`src/hw/rtl/assert_macros.svh`:
```
// ----------------------------------------------------------------------------
// assert_macros.svh
// clocked assertion helpers, empty in synthesis builds
// ----------------------------------------------------------------------------
`ifndef ASSERT_MACROS_SVH
`define ASSERT_MACROS_SVH

`ifndef SYNTH
// property must hold at every clock edge out of reset
`define ASSERT_AT(lbl, prop, msg) \
  lbl: assert property (@(posedge clk_i) disable iff (!rst_ni) (prop)) else $error(msg);
// condition must never be seen at a clock edge out of reset
`define ASSERT_NEVER(lbl, cond, msg) \
  lbl: assert property (@(posedge clk_i) disable iff (!rst_ni) !(cond)) else $error(msg);
`else
`define ASSERT_AT(lbl, prop, msg)
`define ASSERT_NEVER(lbl, cond, msg)
`endif

`endif

```
`src/hw/rtl/llwd_pkg.sv`:
```
`timescale 1ns / 1ps
// ----------------------------------------------------------------------------
// llwd_pkg
// shared types and field widths for the least loaded worker dispatcher
// ----------------------------------------------------------------------------
package llwd_pkg;

  localparam int OPCODE_W = 2;
  localparam int WORKER_W = 4;
  localparam int WEIGHT_W = 8;
  localparam int TOTAL_W  = 20;
  localparam int ACTIVE_W = 5;

  localparam logic [ACTIVE_W-1:0] ACTIVE_RST = 5'd16;
  localparam logic [TOTAL_W-1:0]  TOTAL_MAX  = '1;

  typedef enum logic [OPCODE_W-1:0] {
    OP_ADD   = 2'd0,
    OP_SUB   = 2'd1,
    OP_QUERY = 2'd2,
    OP_RSVD  = 2'd3
  } op_e;

endpackage

```
`src/hw/rtl/llwd_req_if.sv`:
```
`timescale 1ns / 1ps
// ----------------------------------------------------------------------------
// llwd_req_if
// event channel: opcode, worker, weight and excluded worker
// ----------------------------------------------------------------------------
interface llwd_req_if import llwd_pkg::*; ();

  logic                valid;
  logic                ready;
  logic [OPCODE_W-1:0] opcode;
  logic [WORKER_W-1:0] worker;
  logic [WEIGHT_W-1:0] weight;
  logic [WORKER_W-1:0] exclude_worker;

  modport src (output valid, output opcode, output worker, output weight,
               output exclude_worker, input ready);
  modport snk (input valid, input opcode, input worker, input weight,
               input exclude_worker, output ready);

endinterface

```
`src/hw/rtl/llwd_res_if.sv`:
```
`timescale 1ns / 1ps
// ----------------------------------------------------------------------------
// llwd_res_if
// result channel: selections, total load and underflow flag
// ----------------------------------------------------------------------------
interface llwd_res_if import llwd_pkg::*; ();

  logic                valid;
  logic                ready;
  logic [WORKER_W-1:0] least_worker;
  logic [WORKER_W-1:0] excluding_worker;
  logic                excluding_valid;
  logic [TOTAL_W-1:0]  total_load;
  logic                underflow;

  modport src (output valid, output least_worker, output excluding_worker,
               output excluding_valid, output total_load, output underflow,
               input ready);
  modport snk (input valid, input least_worker, input excluding_worker,
               input excluding_valid, input total_load, input underflow,
               output ready);

endinterface

```
`src/hw/rtl/llwd_cell.sv`:
```
`timescale 1ns / 1ps
// ----------------------------------------------------------------------------
// llwd_cell
// one worker: load counter with saturating update, plus one step of the
// running min / excluding min / total sweep handed on to the next cell
// ----------------------------------------------------------------------------
module llwd_cell import llwd_pkg::*; #(
  parameter int IDX        = 0,
  parameter int LOAD_WIDTH = 16,
  parameter int IDX_W      = 4,
  parameter int NUM_W      = 5
) (
  input  logic                  clk_i,
  input  logic                  rst_ni,
  // counter update
  input  logic                  upd_i,
  input  op_e                   opcode_i,
  input  logic [WORKER_W-1:0]   worker_i,
  input  logic [WEIGHT_W-1:0]   weight_i,
  output logic                  uf_o,
  // sweep settings
  input  logic [WORKER_W-1:0]   excl_i,
  input  logic [NUM_W-1:0]      n_eff_i,
  // sweep from previous cell
  input  logic                  tok_i,
  input  logic                  have_best_i,
  input  logic [IDX_W-1:0]      best_idx_i,
  input  logic [LOAD_WIDTH-1:0] best_val_i,
  input  logic                  have_x_i,
  input  logic [IDX_W-1:0]      x_idx_i,
  input  logic [LOAD_WIDTH-1:0] x_val_i,
  input  logic [TOTAL_W-1:0]    total_i,
  // sweep to next cell
  output logic                  tok_o,
  output logic                  have_best_o,
  output logic [IDX_W-1:0]      best_idx_o,
  output logic [LOAD_WIDTH-1:0] best_val_o,
  output logic                  have_x_o,
  output logic [IDX_W-1:0]      x_idx_o,
  output logic [LOAD_WIDTH-1:0] x_val_o,
  output logic [TOTAL_W-1:0]    total_o
);

  localparam int CW = (IDX_W > WORKER_W) ? IDX_W : WORKER_W;
  localparam int SW = ((LOAD_WIDTH > TOTAL_W) ? LOAD_WIDTH : TOTAL_W) + 1;
  localparam logic [CW-1:0]    MY_IDX = CW'(IDX);
  localparam logic [IDX_W-1:0] MY_IDX_N = IDX_W'(IDX);

  logic [LOAD_WIDTH-1:0] cnt_q, cnt_d;
  logic [LOAD_WIDTH:0]   add_sum;
  logic [LOAD_WIDTH-1:0] weight_ext;
  logic                  hit, under;
  logic                  active, is_excl, take_best, take_x;
  logic [SW-1:0]         tsum;
  logic [TOTAL_W-1:0]    total_sat;

  logic                  tok_q;
  logic                  have_best_q, have_x_q;
  logic [IDX_W-1:0]      best_idx_q, x_idx_q;
  logic [LOAD_WIDTH-1:0] best_val_q, x_val_q;
  logic [TOTAL_W-1:0]    total_q;

  assign hit        = (CW'(worker_i) == MY_IDX);
  assign weight_ext = LOAD_WIDTH'(weight_i);
  assign add_sum    = {1'b0, cnt_q} + (LOAD_WIDTH + 1)'(weight_i);
  assign under      = (weight_ext > cnt_q);

  always_comb begin
    cnt_d = cnt_q;
    case (opcode_i)
      OP_ADD: begin
        cnt_d = add_sum[LOAD_WIDTH] ? '1 : add_sum[LOAD_WIDTH-1:0];
      end
      OP_SUB: begin
        cnt_d = under ? '0 : (cnt_q - weight_ext);
      end
      default: begin
        cnt_d = cnt_q;
      end
    endcase
  end

  assign uf_o = upd_i && hit && (opcode_i == OP_SUB) && under;

  always_ff @(posedge clk_i or negedge rst_ni) begin
    if (!rst_ni) begin
      cnt_q <= '0;
    end else if (upd_i && hit) begin
      cnt_q <= cnt_d;
    end
  end

  // sweep step
  assign active    = (NUM_W'(IDX) < n_eff_i);
  assign is_excl   = (CW'(excl_i) == MY_IDX);
  assign take_best = !have_best_i || (cnt_q < best_val_i);
  assign take_x    = !is_excl && (!have_x_i || (cnt_q < x_val_i));
  assign tsum      = SW'(total_i) + SW'(cnt_q);
  assign total_sat = (tsum > SW'(TOTAL_MAX)) ? TOTAL_MAX : tsum[TOTAL_W-1:0];

  always_ff @(posedge clk_i or negedge rst_ni) begin
    if (!rst_ni) begin
      tok_q <= 1'b0;
    end else begin
      tok_q <= tok_i;
    end
  end

  always_ff @(posedge clk_i) begin
    if (tok_i) begin
      have_best_q <= have_best_i;
      best_idx_q  <= best_idx_i;
      best_val_q  <= best_val_i;
      have_x_q    <= have_x_i;
      x_idx_q     <= x_idx_i;
      x_val_q     <= x_val_i;
      total_q     <= total_i;
      if (active) begin
        total_q <= total_sat;
        if (take_best) begin
          have_best_q <= 1'b1;
          best_idx_q  <= MY_IDX_N;
          best_val_q  <= cnt_q;
        end
        if (take_x) begin
          have_x_q <= 1'b1;
          x_idx_q  <= MY_IDX_N;
          x_val_q  <= cnt_q;
        end
      end
    end
  end

  assign tok_o       = tok_q;
  assign have_best_o = have_best_q;
  assign best_idx_o  = best_idx_q;
  assign best_val_o  = best_val_q;
  assign have_x_o    = have_x_q;
  assign x_idx_o     = x_idx_q;
  assign x_val_o     = x_val_q;
  assign total_o     = total_q;

endmodule

```
`src/hw/rtl/least_loaded_worker_dispatch.sv`:
```
`timescale 1ns / 1ps
// ----------------------------------------------------------------------------
// least_loaded_worker_dispatch
// weighted load counter per worker; after each event reports the least
// loaded active worker, the least loaded one bar an excluded worker, and
// the total load of the active workers
// item path: start register, each worker cell's sweep register, done flag,
//   output register; no new item is taken until the sweep, walking one cell
//   per cycle down the row of worker cells, has moved its result to the
//   output register; a new item is taken while that result waits there
// reset: all counters cleared, active_workers = 16, both channels empty
// ----------------------------------------------------------------------------
`include "assert_macros.svh"

module least_loaded_worker_dispatch import llwd_pkg::*; #(
  parameter int MAX_WORKERS = 16,
  parameter int LOAD_WIDTH  = 16
) (
  input  logic                clk_i,
  input  logic                rst_ni,
  input  logic                cfg_we_i,
  input  logic [ACTIVE_W-1:0] cfg_wdata_i,
  llwd_req_if.snk             req_i,
  llwd_res_if.src             res_o
);

  localparam int IDX_W = (MAX_WORKERS > 1) ? $clog2(MAX_WORKERS) : 1;
  localparam int NUM_W = $clog2(MAX_WORKERS + 1);
  localparam int AW    = (NUM_W > ACTIVE_W) ? NUM_W : ACTIVE_W;

  logic [ACTIVE_W-1:0] active_q;
  logic [AW-1:0]       act_ext;
  logic [NUM_W-1:0]    n_eff;

  logic                accept, load;
  logic                busy_q, done_q, start_q, uf_q;
  logic [WORKER_W-1:0] excl_q;
  logic [MAX_WORKERS-1:0] uf;

  logic [MAX_WORKERS:0]                 tok;
  logic [MAX_WORKERS:0]                 have_best, have_x;
  logic [MAX_WORKERS:0][IDX_W-1:0]      best_idx, x_idx;
  logic [MAX_WORKERS:0][LOAD_WIDTH-1:0] best_val, x_val;
  logic [MAX_WORKERS:0][TOTAL_W-1:0]    total;

  logic                out_valid_q;
  logic [WORKER_W-1:0] least_q, excl_res_q;
  logic                excl_valid_q;
  logic [TOTAL_W-1:0]  total_q;
  logic                out_uf_q;
  logic                multi;

  // configuration
  always_ff @(posedge clk_i or negedge rst_ni) begin
    if (!rst_ni) begin
      active_q <= ACTIVE_RST;
    end else if (cfg_we_i) begin
      active_q <= cfg_wdata_i;
    end
  end

  // zero acts as one, anything above the row length as the row length
  assign act_ext = AW'(active_q);
  always_comb begin
    if (act_ext == '0) begin
      n_eff = NUM_W'(1);
    end else if (act_ext > AW'(MAX_WORKERS)) begin
      n_eff = NUM_W'(MAX_WORKERS);
    end else begin
      n_eff = NUM_W'(act_ext);
    end
  end
  assign multi = (n_eff >= NUM_W'(2));

  assign req_i.ready = !busy_q;
  assign accept      = req_i.valid && !busy_q;
  assign load        = done_q && (!out_valid_q || res_o.ready);

  always_ff @(posedge clk_i or negedge rst_ni) begin
    if (!rst_ni) begin
      busy_q  <= 1'b0;
      done_q  <= 1'b0;
      start_q <= 1'b0;
    end else begin
      start_q <= accept;
      if (accept) begin
        busy_q <= 1'b1;
      end else if (load) begin
        busy_q <= 1'b0;
      end
      if (tok[MAX_WORKERS]) begin
        done_q <= 1'b1;
      end else if (load) begin
        done_q <= 1'b0;
      end
    end
  end

  always_ff @(posedge clk_i) begin
    if (accept) begin
      excl_q <= req_i.exclude_worker;
      uf_q   <= |uf;
    end
  end

  // sweep seed
  assign tok[0]       = start_q;
  assign have_best[0] = 1'b0;
  assign best_idx[0]  = '0;
  assign best_val[0]  = '0;
  assign have_x[0]    = 1'b0;
  assign x_idx[0]     = '0;
  assign x_val[0]     = '0;
  assign total[0]     = '0;

  for (genvar k = 0; k < MAX_WORKERS; k++) begin : g_cell
    llwd_cell #(
      .IDX        (k),
      .LOAD_WIDTH (LOAD_WIDTH),
      .IDX_W      (IDX_W),
      .NUM_W      (NUM_W)
    ) u_cell (
      .clk_i       (clk_i),
      .rst_ni      (rst_ni),
      .upd_i       (accept),
      .opcode_i    (op_e'(req_i.opcode)),
      .worker_i    (req_i.worker),
      .weight_i    (req_i.weight),
      .uf_o        (uf[k]),
      .excl_i      (excl_q),
      .n_eff_i     (n_eff),
      .tok_i       (tok[k]),
      .have_best_i (have_best[k]),
      .best_idx_i  (best_idx[k]),
      .best_val_i  (best_val[k]),
      .have_x_i    (have_x[k]),
      .x_idx_i     (x_idx[k]),
      .x_val_i     (x_val[k]),
      .total_i     (total[k]),
      .tok_o       (tok[k+1]),
      .have_best_o (have_best[k+1]),
      .best_idx_o  (best_idx[k+1]),
      .best_val_o  (best_val[k+1]),
      .have_x_o    (have_x[k+1]),
      .x_idx_o     (x_idx[k+1]),
      .x_val_o     (x_val[k+1]),
      .total_o     (total[k+1])
    );
  end

  // output register
  always_ff @(posedge clk_i or negedge rst_ni) begin
    if (!rst_ni) begin
      out_valid_q <= 1'b0;
    end else if (load) begin
      out_valid_q <= 1'b1;
    end else if (res_o.ready) begin
      out_valid_q <= 1'b0;
    end
  end

  always_ff @(posedge clk_i) begin
    if (load) begin
      least_q      <= WORKER_W'(best_idx[MAX_WORKERS]);
      excl_valid_q <= multi && have_x[MAX_WORKERS];
      excl_res_q   <= (multi && have_x[MAX_WORKERS]) ?
                      WORKER_W'(x_idx[MAX_WORKERS]) : '0;
      total_q      <= total[MAX_WORKERS];
      out_uf_q     <= uf_q;
    end
  end

  assign res_o.valid            = out_valid_q;
  assign res_o.least_worker     = least_q;
  assign res_o.excluding_worker = excl_res_q;
  assign res_o.excluding_valid  = excl_valid_q;
  assign res_o.total_load       = total_q;
  assign res_o.underflow        = out_uf_q;

  `ASSERT_AT(a_one_sweep, $onehot0(tok), "more than one sweep in flight")
  `ASSERT_NEVER(a_done_idle, done_q && !busy_q, "sweep finished with no item in flight")
  `ASSERT_AT(a_tok_busy, (|tok) |-> (busy_q && !done_q), "sweep running outside an item")
  `ASSERT_AT(a_acc_start, accept |=> tok[0], "accepted item did not start a sweep")

endmodule
```
`src/flat_wrapper.sv`:
```
// flat-port wrapper written by rule: the top's interface ports become plain ports
module least_loaded_worker_dispatch_flat import llwd_pkg::*;
#(
  parameter int MAX_WORKERS = 16,
  parameter int LOAD_WIDTH  = 16
)
  (clk_i, rst_ni, cfg_we_i, cfg_wdata_i, req_i_valid, req_i_opcode, req_i_worker, req_i_weight, req_i_exclude_worker, req_i_ready, res_o_valid, res_o_least_worker, res_o_excluding_worker, res_o_excluding_valid, res_o_total_load, res_o_underflow, res_o_ready);
  llwd_req_if req_i_i ();
  llwd_res_if res_o_i ();
  input  logic clk_i;
  input  logic rst_ni;
  input  logic cfg_we_i;
  input  logic [ACTIVE_W-1:0] cfg_wdata_i;
  input wire logic [$bits(req_i_i.valid)-1:0] req_i_valid;
  input wire logic [$bits(req_i_i.opcode)-1:0] req_i_opcode;
  input wire logic [$bits(req_i_i.worker)-1:0] req_i_worker;
  input wire logic [$bits(req_i_i.weight)-1:0] req_i_weight;
  input wire logic [$bits(req_i_i.exclude_worker)-1:0] req_i_exclude_worker;
  output wire logic [$bits(req_i_i.ready)-1:0] req_i_ready;
  output wire logic [$bits(res_o_i.valid)-1:0] res_o_valid;
  output wire logic [$bits(res_o_i.least_worker)-1:0] res_o_least_worker;
  output wire logic [$bits(res_o_i.excluding_worker)-1:0] res_o_excluding_worker;
  output wire logic [$bits(res_o_i.excluding_valid)-1:0] res_o_excluding_valid;
  output wire logic [$bits(res_o_i.total_load)-1:0] res_o_total_load;
  output wire logic [$bits(res_o_i.underflow)-1:0] res_o_underflow;
  input wire logic [$bits(res_o_i.ready)-1:0] res_o_ready;
  assign req_i_i.valid = req_i_valid;
  assign req_i_i.opcode = req_i_opcode;
  assign req_i_i.worker = req_i_worker;
  assign req_i_i.weight = req_i_weight;
  assign req_i_i.exclude_worker = req_i_exclude_worker;
  assign req_i_ready = req_i_i.ready;
  assign res_o_valid = res_o_i.valid;
  assign res_o_least_worker = res_o_i.least_worker;
  assign res_o_excluding_worker = res_o_i.excluding_worker;
  assign res_o_excluding_valid = res_o_i.excluding_valid;
  assign res_o_total_load = res_o_i.total_load;
  assign res_o_underflow = res_o_i.underflow;
  assign res_o_i.ready = res_o_ready;
  least_loaded_worker_dispatch #(.MAX_WORKERS(MAX_WORKERS), .LOAD_WIDTH(LOAD_WIDTH)) u_core (.clk_i(clk_i), .rst_ni(rst_ni), .cfg_we_i(cfg_we_i), .cfg_wdata_i(cfg_wdata_i), .req_i(req_i_i), .res_o(res_o_i));
endmodule
```
`config.mk`:
```
export PLATFORM = sky130hd
export DESIGN_NAME = least_loaded_worker_dispatch_flat
export DESIGN_NICKNAME = d
export VERILOG_FILES = /design/src/hw/rtl/llwd_pkg.sv /design/src/hw/rtl/llwd_req_if.sv /design/src/hw/rtl/llwd_res_if.sv /design/src/hw/rtl/llwd_cell.sv /design/src/hw/rtl/least_loaded_worker_dispatch.sv /design/src/flat_wrapper.sv
export VERILOG_INCLUDE_DIRS = /design/src /design/src/hw/rtl
export SDC_FILE = /design/constraint.sdc
export NUM_CORES = 2
export LEC_CHECK = 0
export ABC_AREA = 1
export BUFFER_PORTS_ARGS = -buffer_cell sky130_fd_sc_hd__buf_4
export CORE_UTILIZATION = 60
export DETAILED_ROUTE_END_ITERATION = 7
export PLACE_DENSITY = 0.78
export SLEW_MARGIN = 25
export SYNTH_ARGS = -nofsm -noshare
export SYNTH_HDL_FRONTEND = slang
export SYNTH_SLANG_ARGS = --single-unit
```
`constraint.sdc`:
```
create_clock -name clk_i -period 6.2 [get_ports clk_i]
set_clock_uncertainty 0.1 [all_clocks]
set_input_delay 0.31 -clock clk_i [delete_from_list [all_inputs] [get_ports clk_i]]
set_output_delay 0.31 -clock clk_i [all_outputs]
set_load 0.02 [all_outputs]
```
Word level (Yosys, flattened, before mapping)

Cells that the tools add are included.

Register bits after elaboration: 1,267
Bits of input ports: 28
Word-level logic and storage cells: 740

Add/sub/neg operators: 47
$lt $le $gt $ge: 80
Equality and inequality tests: 31
Multiplexer cells: 260
Bitwise logic cells: 1
Reductions and logical operators: 170

Operators by type and width:

| kind                                                                         | count |
|---|---|
| 16-bit two-way mux                                                           | 88 |
| 20-bit two-way mux                                                           | 31 |
| 16-bit one-hot mux with 2 select lines                                       | 16 |
| 16-bit less-than comparator                                                  | 30 |
| 20-bit by 16-bit adder with 21-bit output                                    | 15 |
| 21-bit by 20-bit > comparator with 1-bit output (second input constant)      | 15 |
| 16-bit by 8-bit adder with 17-bit output                                     | 16 |
| 8-bit by 16-bit > comparator with 1-bit output                               | 16 |
| 16-bit by 8-bit subtractor with 16-bit output                                | 16 |
| 4-bit two-way mux                                                            | 56 |
| 1-bit two-way mux                                                            | 67 |
| 1-bit logical AND                                                            | 66 |
| 4-bit == test (second input constant)                                        | 16 |
| 1-bit logical NOT                                                            | 47 |
| 4-bit by 5-bit less-than comparator with 1-bit output (first input constant) | 8 |
| 4-bit by 3-bit == test with 1-bit output (second input constant)             | 8 |
| 2-bit AND reduction                                                          | 16 |
| 1-bit logical OR                                                             | 31 |
| 16-bit by 20-bit > comparator with 1-bit output (second input constant)      | 1 |
| 3-bit by 5-bit less-than comparator with 1-bit output (first input constant) | 4 |
| 4-bit by 2-bit == test with 1-bit output (second input constant)             | 4 |
| 16-bit OR reduction                                                          | 1 |
| 1-bit by 5-bit less-than comparator with 1-bit output (first input constant) | 2 |
| 2-bit by 5-bit less-than comparator with 1-bit output (first input constant) | 2 |
| other kinds (11)                                                             | 17 |

Logic depth before layout (Yosys ltp)

Depth in word-level cells: 6
Gate-level depth with buffers: 18
Mapped depth without buffers: 17

By module

Synthesis repeated with hierarchy kept, for this count alone.

Cell total of the unflattened synthesis: 15,056
Area total of the unflattened synthesis: 111,364.3 sq um

Modules (own cells, without submodules):

| module                               | times used | cells each | area each (sq um) |
|---|---|---|---|
| llwd_cell (u_core.g_cell[11].u_cell) | 1          | 960        | 7,109.3 |
| llwd_cell (u_core.g_cell[5].u_cell)  | 1          | 975        | 7,078.0 |
| llwd_cell (u_core.g_cell[1].u_cell)  | 1          | 977        | 7,005.5 |
| llwd_cell (u_core.g_cell[8].u_cell)  | 1          | 991        | 6,989.2 |
| llwd_cell (u_core.g_cell[14].u_cell) | 1          | 937        | 6,981.7 |
| llwd_cell (u_core.g_cell[15].u_cell) | 1          | 919        | 6,939.2 |
| llwd_cell (u_core.g_cell[7].u_cell)  | 1          | 893        | 6,931.6 |
| llwd_cell (u_core.g_cell[13].u_cell) | 1          | 925        | 6,917.9 |
| llwd_cell (u_core.g_cell[9].u_cell)  | 1          | 946        | 6,829.0 |
| llwd_cell (u_core.g_cell[3].u_cell)  | 1          | 926        | 6,826.5 |
| llwd_cell (u_core.g_cell[2].u_cell)  | 1          | 924        | 6,810.3 |
| llwd_cell (u_core.g_cell[0].u_cell)  | 1          | 933        | 6,789.0 |
| llwd_cell (u_core.g_cell[6].u_cell)  | 1          | 928        | 6,779.0 |
| llwd_cell (u_core.g_cell[12].u_cell) | 1          | 908        | 6,636.4 |
| +3 rows                              | --         | --         | -- |

Least setup slack after synthesis

No wires, ideal clock.

Path type: in2reg
Start: in req_i_weight[1]
End: reg u_core.g_cell[6].u_cell.cnt_q[8]
Arrival: 3.347 ns
Setup slack: 2.640 ns
Stages on the path: 14
Buffers on the path: 1
Path through: inv_1 > fa_1 > inv_1 > nand2_1 > o21ai_1 > nand2_1 > nand2_1 > nand2_1 > nor2_1 > a21oi_1 > buf_2 > o211ai_1 > nand2_1 > inv_1

Cells in the longest elaborated chain, start to end: 3
Elaborated cells on any way between the ends: 6
Classes of those cells: 2 x add/sub; 1 x order compare; 3 x mux

RTL lines:

| what                                                                        | line                             | text |
|---|---|---|
| from (decl)                                                                 | flat_wrapper.sv:17               | `input wire logic [$bits(req_i_i.weight)-1:0] req_i_weight;` |
| 16-bit by 8-bit subtractor with 16-bit output, or another cell as far along | llwd_cell.sv:75                  | `cnt_d = under ? '0 : (cnt_q - weight_ext);` |
| 16-bit two-way mux (on tied branches)                                       | llwd_cell.sv:75, llwd_cell.sv:72 |  |
| 16-bit one-hot mux with 2 select lines (*)                                  | llwd_cell.sv:70                  | `case (opcode_i)` |
| to (signal assigned)                                                        | llwd_cell.sv:89                  | `cnt_q <= cnt_d;` |
| to (decl)                                                                   | llwd_cell.sv:49                  | `logic [LOAD_WIDTH-1:0] cnt_q, cnt_d;` |

Mark *: on every way between the ends. The rest lies on a longest branch, timed or not.
A chain may end at the register's enable or synchronous reset.

Worst setup path in the final report

Start: reg u_core.active_q[4], in the netlist u_core.act_ext[4]
End: reg u_core.g_cell[1].u_cell.x_idx_q[0] (data pin)

Cells in the longest elaborated chain, start to end: 4
Elaborated cells on any way between the ends: 5
Classes of those cells: 2 x order compare; 2 x mux; 1 x reduce/logical

RTL lines:

| what                                                      | line                               | text |
|---|---|---|
| from (decl)                                               | least_loaded_worker_dispatch.sv:31 | `logic [ACTIVE_W-1:0] active_q;` |
| from (signal assigned)                                    | least_loaded_worker_dispatch.sv:58 | `active_q <= cfg_wdata_i;` |
| 5-bit > comparator                                        | least_loaded_worker_dispatch.sv:67 | `end else if (act_ext > AW'(MAX_WORKERS)) begin` |
| 5-bit two-way mux                                         | least_loaded_worker_dispatch.sv:67 |  |
| 5-bit two-way mux (*)                                     | least_loaded_worker_dispatch.sv:65 | `if (act_ext == '0) begin` |
| 1-bit by 5-bit less-than comparator with 1-bit output (*) | llwd_cell.sv:94                    | `assign active = (NUM_W'(IDX) < n_eff_i);` |
| to (signal assigned)                                      | llwd_cell.sv:115                   | `x_idx_q <= x_idx_i;` |
| to (decl)                                                 | llwd_cell.sv:59                    | `logic [IDX_W-1:0] best_idx_q, x_idx_q;` |

Marks and branches as above.

==> results.sh <==
export IMPL_place_congestion=1.01
export IMPL_final_hold_viol_count=0
export IMPL_synth_edff_count=938
export IMPL_r2r_start="u_core.act_ext[4]"
export IMPL_crit_fanout=40
export IMPL_coreArea_mm2=0.160
export IMPL_min_period_ps=4530
export IMPL_htree_levels=4
export IMPL_tightest_slew_ps=1150
export IMPL_fp_dieH_um=404
export IMPL_die_area_mm2=0.163
export IMPL_path_clk_slew_ps=60
export IMPL_slew_violations=0
export IMPL_ys_warnings_count=0
export IMPL_grt_pass1_wl_um=503000
export IMPL_drt_iter0_markers=11300
export IMPL_timing_slew_headroom_pct=23.0
export IMPL_fill_cells=14100
export IMPL_seq_area_frac_synth_pct=36.3
export IMPL_grt_pass1_vias=87300
export IMPL_grtUsageTotal_pct=40.0
export IMPL_setup_violations=0
export IMPL_r2r_cells=11
export IMPL_vias=93600
export IMPL_multi_input_area_mm2=0.0538
export IMPL_syn2layout_area_growth_pct=7.72
export IMPL_dp_hpwl_um=251000
export IMPL_insertion_delay_ps=810
export IMPL_port_buffer_count=59
export IMPL_ys_seq_elements=1219
export IMPL_status="complete, but fails checks"
export IMPL_fmax_mhz=221
export IMPL_syn_instance_count=13100
export IMPL_syn_area_per_cell_um2=7.37
export IMPL_hold_class="in2async"
export IMPL_drt_pass1_iterations=8
export IMPL_wl_per_cell_um=21.8
export IMPL_nNetsFinal=14100
export IMPL_cts_buffers=144
export IMPL_cts_tree="built"
export IMPL_cts_root_buf="clkbuf_16"
export IMPL_rows=147
export IMPL_netlist_cell_type_count=60
export IMPL_drive_gt1_share_pct=4.04
export IMPL_ioPinCount=60
export IMPL_postRouteAntennaNets=0
export IMPL_whs_ps=72.0
export IMPL_rsz0062_at_grt="no"
export IMPL_criticalPathCategory="reg2reg"
export IMPL_start_kind="flop"
export IMPL_seqCellArea_mm2=0.0352
export IMPL_placed_area_mm2=0.0991
export IMPL_vias_per_cell=6.10
export IMPL_grt_ovfl_total=0
export IMPL_arrival_ps=4970
export IMPL_end_kind="flop"
export IMPL_cts_buffer_depth=3
export IMPL_ff2ff_setup_slack_ps=1670
export IMPL_cts_setup_buffers=0
export IMPL_drc=1
export IMPL_yosys_most_used_dff="edfxtp_1"
export IMPL_peakVddDrop_uv=334
export IMPL_p_leak_uw=0.0510
export IMPL_syn_cell_area_mm2=0.0968
export IMPL_critPathRequiredTime_ps=6640
export IMPL_violations="DRC"
export IMPL_power_density_mw_per_mm2=413
export IMPL_cts_num_sinks=1219
export IMPL_drt_wl_total_um=334000
export IMPL_initial_utilization_pct=60.4
export IMPL_cts_resized=0
export IMPL_ctsHoldBuffers=20
export IMPL_synth_nets=14200
export IMPL_r2r_end="u_core.g_cell[1].u_cell.x_idx_o[0]"
export IMPL_die_x_um=404
export IMPL_cap_violations=0
export IMPL_grt_max_degree=107
export IMPL_synthArstFlopShare_pct=23.1
export IMPL_fin_setup_tns_ps=0
export IMPL_antenna_found_initial=17
export IMPL_timing_final_crit_share_pct=73.0
export IMPL_final_cell_area_mm2=0.104
## worst max-delay path, stage by stage (launching register included)
cell and delay [ps]:
dfstp_2 620, nor2_4 640, inv_2 110, nor2_4 480
inv_2 40, buf_4 280, nor2_2 610, inv_2 560
nand2_1 200, inv_2 160, nand2_2 310, inv_1 70
## synthesized netlist by cell type (22+ instances only)
master / number / area share, %
a21boi_0: 47 / 0.36
o21ai_0: 533 / 2.8
a21o_1: 33 / 0.26
a22oi_1: 22 / 0.17
nand4_1: 230 / 1.5
edfxtp_1: 938 / 29
a31oi_1: 73 / 0.47
buf_1: 23 / 0.089
nand2_1: 3736 / 14
buf_2: 117 / 0.60
or2_2: 78 / 0.50
inv_1: 1633 / 6.3
o21bai_1: 34 / 0.26
nor3_1: 146 / 0.75
fa_1: 47 / 0.97
xor2_1: 161 / 1.5
dfrtp_1: 280 / 7.2
a21oi_1: 899 / 4.6
ha_1: 947 / 12
o211ai_1: 31 / 0.24
nand3b_1: 50 / 0.39
o22a_1: 29 / 0.26
xnor2_1: 88 / 0.80
o21a_1: 71 / 0.55
nand3_1: 1468 / 7.6
nor2_1: 1008 / 3.9
clkbuf_1: 255 / 0.99
## sequential cells by signal (all words and copies together) (netlist names), 4 cells and up
signal	count
u_core.g_cell.u_cell.cnt_q	256
u_core.g_cell.u_cell.best_val_o	240
u_core.g_cell.u_cell.x_idx_o	49
u_core.excl_q	4
u_core.res_o.total_load	20
u_core.g_cell.u_cell.x_val_o	240
u_core.g_cell.u_cell.have_best_o	15
u_core.res_o.least_worker	4
u_core.act_ext	5
u_core.g_cell.u_cell.best_idx_o	49
u_core.g_cell.u_cell.have_x_o	16
u_core.g_cell.u_cell.total_o	294
u_core.res_o.excluding_worker	4
u_core.g_cell.u_cell.tok_o	16
## report_power, final
group | internal (uW) | switching (uW) | leakage [uW]
Sequential | 11700 | 2980 | 0.0121
Combinational | 6680 | 12800 | 0.0366
Clock | 5270 | 3630 | 0.00238
## layout by cell type (no fill, tap or decap), drive strengths merged, types with 69 or more instances in the layout
master	synthesis	final
xnor2	88	88
clkinv	14	69
edfxtp	938	938
a21oi	906	906
dfrtp	280	280
clkbuf	256	169
nand2	3745	3745
buf	142	151
ha	947	947
o21ai	550	550
or2	79	79
nand3	1469	1469
inv	1649	1658
nand4	230	230
nor3	146	146
xor2	161	161
o21a	71	71
a31oi	73	73
nor2	1015	1015
## worst max-delay path by stage
stage               slack (ps)  cells after the start                                      to              start
global route              1430                     10  u_core.g_cell[1].u_cell.best_val_o[15]  u_core.act_ext[4]
floorplan                 2640                     14        u_core.g_cell[6].u_cell.cnt_q[8]    req_i_weight[1]
CTS                       1460                     11      u_core.g_cell[1].u_cell.x_idx_o[0]  u_core.act_ext[4]
global placement          1550                     11      u_core.g_cell[1].u_cell.x_idx_o[0]  u_core.act_ext[4]
detailed placement        1470                     11      u_core.g_cell[1].u_cell.x_idx_o[0]  u_core.act_ext[4]
finish                    1670                     11      u_core.g_cell[1].u_cell.x_idx_o[0]  u_core.act_ext[4]
## metrics by stage
stage	power [uW]	util (%)	instances	setup slack, ps
2_1_floorplan	27400	-	13100	2640
3_3_place_gp	33000	61.8	15000	1550
3_5_place_dp	33600	61.8	15000	1470
4_1_cts	42600	65.0	15300	1460
5_1_grt	45800	65.0	15300	1430
6_report	43100	65.0	15300	1670
## cell type report
class,instances,share of cell area (%)
multi-input combinational,9855,51.6
sequential,1219,33.8
inverter,1663,5.99
clock buffer,169,3.63
tap,2160,2.59
timing repair buffer,170,1.35
clock inverter,97,1.09
antenna,8,0.0192
## logic make-up after synthesis
kind of cell             synth area share (%)
flip-flops                               36.3
buffers and inverters                    8.16
AND/OR/NAND/NOR                          29.4
AO/OA/AOI/OAI                            10.6
other                                 0.00387
adder cells (fa/ha/maj)                  13.2
XOR/XNOR                                 2.25
## routing by layer
metal	part of all wire, %	vias up	wire, um	global-route usage, %
li1	-	43700	-	-
met1	38	43600	127000	50.1
met5	0.029	-	96	0
met2	45	5113	149000	63.0
met4	7.5	14	25100	26.8
met3	9.9	1215	33200	7.67
Note: power is estimated with default switching activity, not from simulation.
